$ cat src/sv/fir_q16_pkg.sv
// ----------------------------------------------------------------------------
// fir_q16_pkg: shared types and constants for the Q16 rounding FIR filter
// Widths, command codes and the token that runs down the tap chain.
// ----------------------------------------------------------------------------
`default_nettype none

package fir_q16_pkg;

  // Field widths
  localparam int unsigned DataW = 16;
  localparam int unsigned IdxW  = 5;
  localparam int unsigned AccW  = 32;

  // Default tap count
  localparam int unsigned TapsDefault = 32;

  // Rounding offset added before the Q16 shift
  localparam logic [AccW-1:0] RoundConst = 32'h0000_8000;

  // Item commands
  typedef enum logic {
    CMD_COEFF  = 1'b0,
    CMD_SAMPLE = 1'b1
  } cmd_e;

  // Partial sum travelling from cell to cell
  typedef struct packed {
    logic            vld;
    logic [AccW-1:0] psum;
  } fir_q16_tok_t;

endpackage : fir_q16_pkg

`default_nettype wire

$ cat src/sv/fir_q16_cell.sv
// ----------------------------------------------------------------------------
// fir_q16_cell: one tap of the FIR chain
// Holds one delay-line sample and one coefficient. Adds its product to the
// partial sum handed in by the left neighbor and passes it on, registered.
// ----------------------------------------------------------------------------
`default_nettype none

module fir_q16_cell import fir_q16_pkg::*; (
  input  wire logic             clk_i,
  input  wire logic             rst_ni,
  input  wire logic             en_i,
  input  wire logic             shift_i,
  input  wire logic [DataW-1:0] sample_i,
  output logic      [DataW-1:0] sample_o,
  input  wire logic             coeff_we_i,
  input  wire logic [DataW-1:0] coeff_i,
  input  wire fir_q16_tok_t     tok_i,
  output fir_q16_tok_t          tok_o
);

  logic [DataW-1:0] sample_q, coeff_q;
  fir_q16_tok_t     tok_d;
  logic             vld_q;
  logic [AccW-1:0]  psum_q;
  logic signed [AccW-1:0] prod;

  // Delay-line sample and coefficient storage
  always_ff @(posedge clk_i or negedge rst_ni) begin
    if (!rst_ni) begin
      sample_q <= '0;
      coeff_q  <= '0;
    end else begin
      if (shift_i) begin
        sample_q <= sample_i;
      end
      if (coeff_we_i) begin
        coeff_q <= coeff_i;
      end
    end
  end

  // Multiply-accumulate on the passing token
  assign prod = AccW'($signed(coeff_q) * $signed(sample_q));

  always_comb begin
    tok_d.vld  = tok_i.vld;
    tok_d.psum = tok_i.psum + prod;
  end

  always_ff @(posedge clk_i or negedge rst_ni) begin
    if (!rst_ni) begin
      vld_q <= 1'b0;
    end else if (en_i) begin
      vld_q <= tok_d.vld;
    end
  end

  always_ff @(posedge clk_i) begin
    if (en_i && tok_d.vld) begin
      psum_q <= tok_d.psum;
    end
  end

  assign sample_o = sample_q;

  // Token handed to the right neighbor
  always_comb begin
    tok_o.vld  = vld_q;
    tok_o.psum = psum_q;
  end

endmodule : fir_q16_cell

`default_nettype wire

$ cat config.mk
export PLATFORM = sky130hd
export DESIGN_NAME = fir_q16_cell
export DESIGN_NICKNAME = d
export VERILOG_FILES = /design/src/sv/fir_q16_pkg.sv /design/src/sv/fir_q16_cell.sv
export SDC_FILE = /design/constraint.sdc
export NUM_CORES = 1
export LEC_CHECK = 0
export BUFFER_PORTS_ARGS = -buffer_cell sky130_fd_sc_hd__clkbuf_2
export CORE_MARGIN = 5
export CORE_UTILIZATION = 50
export DETAILED_ROUTE_END_ITERATION = 16
export MAX_ROUTING_LAYER = met4
export PLACE_DENSITY = 0.68
export SYNTH_ARGS = -nofsm -noshare
export SYNTH_HDL_FRONTEND = slang
export SYNTH_SLANG_ARGS = --single-unit
$ cat constraint.sdc
create_clock -name clk_i -period 8.2 [get_ports clk_i]
set_input_delay 0.41 -clock clk_i [delete_from_list [all_inputs] [get_ports clk_i]]
set_output_delay 0.41 -clock clk_i [all_outputs]
set_load 0.1 [all_outputs]
==> results.sh <==
export IMPL_status="completed"
export IMPL_fin_crit_sh=0.878
export IMPL_fmax_ghz=0.139
export IMPL_coreArea_um2=25900
export IMPL_netlist_area_um2=13100
export IMPL_overflow=0
export IMPL_drive_gt1_frac=0.130
export IMPL_num_rows=59
export IMPL_wl_mm=31.2
export IMPL_io_pins=119
export IMPL_cts_buffers_inserted=9
export IMPL_syn_avg_cell_area_um2=10.1
export IMPL_drtAntennaViolNets=0
export IMPL_die_h_um=172
export IMPL_cp_max_fo=18
export IMPL_path_buf_inv=5
export IMPL_cpMostUsedCell="fa_1"
export IMPL_cts_tree="built"
export IMPL_period_minus_slack_ps=7200
export IMPL_port_buffers=118
export IMPL_synth_ff_type="dfrtp_1"
export IMPL_diodes=0
export IMPL_yosysWarnings=0
export IMPL_via_per_inst=5.20
export IMPL_cp_arrival_ps=7300
export IMPL_hp_class="in -> async"
export IMPL_setup_viol=0
export IMPL_track_usage=0.235
export IMPL_hold_viol=0
export IMPL_grt_max_degree=34
export IMPL_crit_chain="nand2_1 > inv_1 > fa_1 > inv_1 > fa_1 > inv_1 > fa_1 > fa_1 > fa_1 > inv_1 > fa_1 > inv_1 > ha_1 > nand3_1 > nor3_1 > a311oi_1 > a21boi_1 > a31oi_1 > o21ai_1 > o22ai_1 > xnor2_1"
export IMPL_h_tree_depth=3
export IMPL_skew_ps=10.7
export IMPL_synthMostInstantiatedCell="inv_1"
export IMPL_synth_async_sr_flop_share=0.508
export IMPL_endpoint_kind="flip-flop"
export IMPL_synthTopCellsByArea="fa_1, inv_1, ha_1, edfxtp_1, dfrtp_1"
export IMPL_critPathTopFamily="adder cells"
export IMPL_synth_edf_count=32
export IMPL_clock_sinks=65
export IMPL_critPathLaunchType="flip-flop"
export IMPL_clkLatencyLatePin_ps=350
export IMPL_drv_cap=0
export IMPL_die_w_um=172
export IMPL_place_detailed_hpwl_mm=25.8
export IMPL_ys_ff_latch=65
export IMPL_worst_path_max_delay_cell="fa_1"
export IMPL_synth_top_area_share=0.446
export IMPL_post_cts_resized=0
export IMPL_grt_pass1_wl_mm=52.3
export IMPL_slowest_delay_ps=720
export IMPL_antenna_found_initial=0
export IMPL_syn_nets=1761
export IMPL_max_slew_margin=0.368
export IMPL_vias=9018
export IMPL_synth_cell_types=53
export IMPL_synthTopCellsByCount="inv_1, fa_1, nand2_1, and2_1, ha_1"
export IMPL_tightest_slew_ps=949
export IMPL_dr_pass1_iters=7
export IMPL_postCtsHoldBufs=0
export IMPL_final_cells=1734
export IMPL_gp_congestion=0.847
export IMPL_cts_setup_buffers=0
export IMPL_drtIter0Drc=488
export IMPL_die_area_um2=29600
export IMPL_fillers=2301
export IMPL_drc=0
export IMPL_multiInputGateArea_um2=9870
export IMPL_yosysTopAreaCell="fa_1"
export IMPL_clockBufferDepth=2
export IMPL_netlist_instances=1301
export IMPL_rsz0062_at_grt="no"
export IMPL_root_buffer="clkbuf_16"
export IMPL_synthToLayoutAreaGrowth_pct=9.14
export IMPL_first_global_vias=10200
export IMPL_cp_required_ps=8300
export IMPL_ff_latch_area_um2=1790
export IMPL_wire_per_inst_um=18.0
export IMPL_drv_slew=0
export IMPL_dp_cells=1718
export IMPL_tns_ps=0
export IMPL_ys_seq_area_frac=0.136
export IMPL_clk_pin_slew_worst_paths_ps=70
export IMPL_start_util=0.506
export IMPL_crit_type="reg -> reg"
export IMPL_layout_nets=1854
worst paths after layout:
| path | startpoint | endpoint | slack, ps | cells past startpoint |
|---|---|---|---|---|
| max reg2reg | sample_o[1]$_DFFE_PN0P_ | psum_q[30]$_DFFE_PP_ | 1000 | 21 |
| min | rst_ni | sample_o[0]$_DFFE_PN0P_ | 170 | 1 |
| max | sample_o[1]$_DFFE_PN0P_ | psum_q[30]$_DFFE_PP_ | 1000 | 21 |
| min reg2reg | vld_q$_DFFE_PN0P_ | vld_q$_DFFE_PN0P_ | 520 | 1 |
| min in group clk_i | coeff_i[14] | coeff_q[14]$_DFFE_PN0P_ | 290 | 2 |
| max in group asynchronous | rst_ni | coeff_q[8]$_DFFE_PN0P_ | 7490 | 1 |
state kept, by name, indices dropped and copies added (netlist names):
name,flops
vld_q,1
coeff_q,16
sample_o,16
psum_q,32
layout make-up:
| class | count | area share |
|---|---|---|
| tap | 335 | 0.0293 |
| multi-input combinational | 850 | 0.690 |
| sequential | 65 | 0.125 |
| inverter | 345 | 0.0905 |
| timing repair buffer | 123 | 0.0439 |
| clock inverter | 7 | 0.00577 |
| clock buffer | 9 | 0.0157 |
cell families after synthesis:
logic type                 after synthesis  share of synthesized area
adders and majority gates              390                      0.540
buffers and inverters                  386                      0.111
and+or+nand+nor                        311                      0.118
AOI/OAI and AO/OA                       80                     0.0432
DFF                                     65                      0.136
xor gates and xnor gates                36                     0.0241
muxes                                   33                     0.0283
placed cells by master, fill, tap and decap left out, types with 2 or more instances in the layout:
cell / netlist / layout
nand3_1: 2 / 2
xor2_1: 7 / 7
o21ai_1: 2 / 2
o211ai_1: 3 / 3
nor2_1: 27 / 27
clkbuf_16: 0 / 9
a31oi_1: 2 / 2
o21a_1: 6 / 6
inv_6: 0 / 3
o31ai_2: 2 / 2
buf_4: 1 / 5
fa_1: 292 / 292
a211oi_2: 2 / 2
dfrtp_1: 33 / 33
or3_1: 4 / 4
a21boi_1: 2 / 2
xnor2_1: 29 / 29
mux2_2: 32 / 32
o31ai_1: 2 / 2
nand2b_1: 7 / 7
and2_1: 122 / 121
o21ai_0: 16 / 16
o21bai_1: 5 / 5
ha_1: 98 / 98
a21oi_1: 18 / 18
inv_1: 345 / 345
edfxtp_1: 32 / 32
a21o_1: 5 / 5
nor3_1: 7 / 7
clkbuf_2: 0 / 118
a311oi_1: 2 / 2
nor2b_1: 2 / 2
nand2_1: 134 / 134
stage by stage:
step / worst slack, ps / area [um^2] / util / hold WS (ps)
after floorplan: 1380 / 13100 / - / 114
after global placement: 1220 / 14000 / 0.540 / 490
after detailed placement: 1090 / 14000 / 0.540 / 508
after CTS: 1020 / 14300 / 0.552 / 177
after global routing: 596 / 14300 / 0.552 / 235
final: 1000 / 14300 / 0.552 / 167
worst reg2reg max path, cell delays in order (launching register included):
cell and delay, ps:
dfrtp_1 630, nand2_1 230, inv_1 110, fa_1 720, inv_1 120, fa_1 580, inv_1 320, fa_1 520
fa_1 510, fa_1 490, inv_1 60, fa_1 470, inv_1 50, ha_1 360, nand3_1 120, nor3_1 600
a311oi_1 200, a21boi_1 190, a31oi_1 130, o21ai_1 290, o22ai_1 120, xnor2_1 140
per-layer routing:
metal	routed length [um]	GRT usage	part of all wire	vias up
li1	-	-	-	4032
met1	12700	0.297	0.41	4701
met2	16700	0.408	0.53	241
met3	1170	0.0229	0.038	44
met4	708	0.0629	0.023	0
met5	0	-	0	-
Power is not shown: default switching activity piles up to over one toggle a cycle in this logic, so the estimate is an artifact.
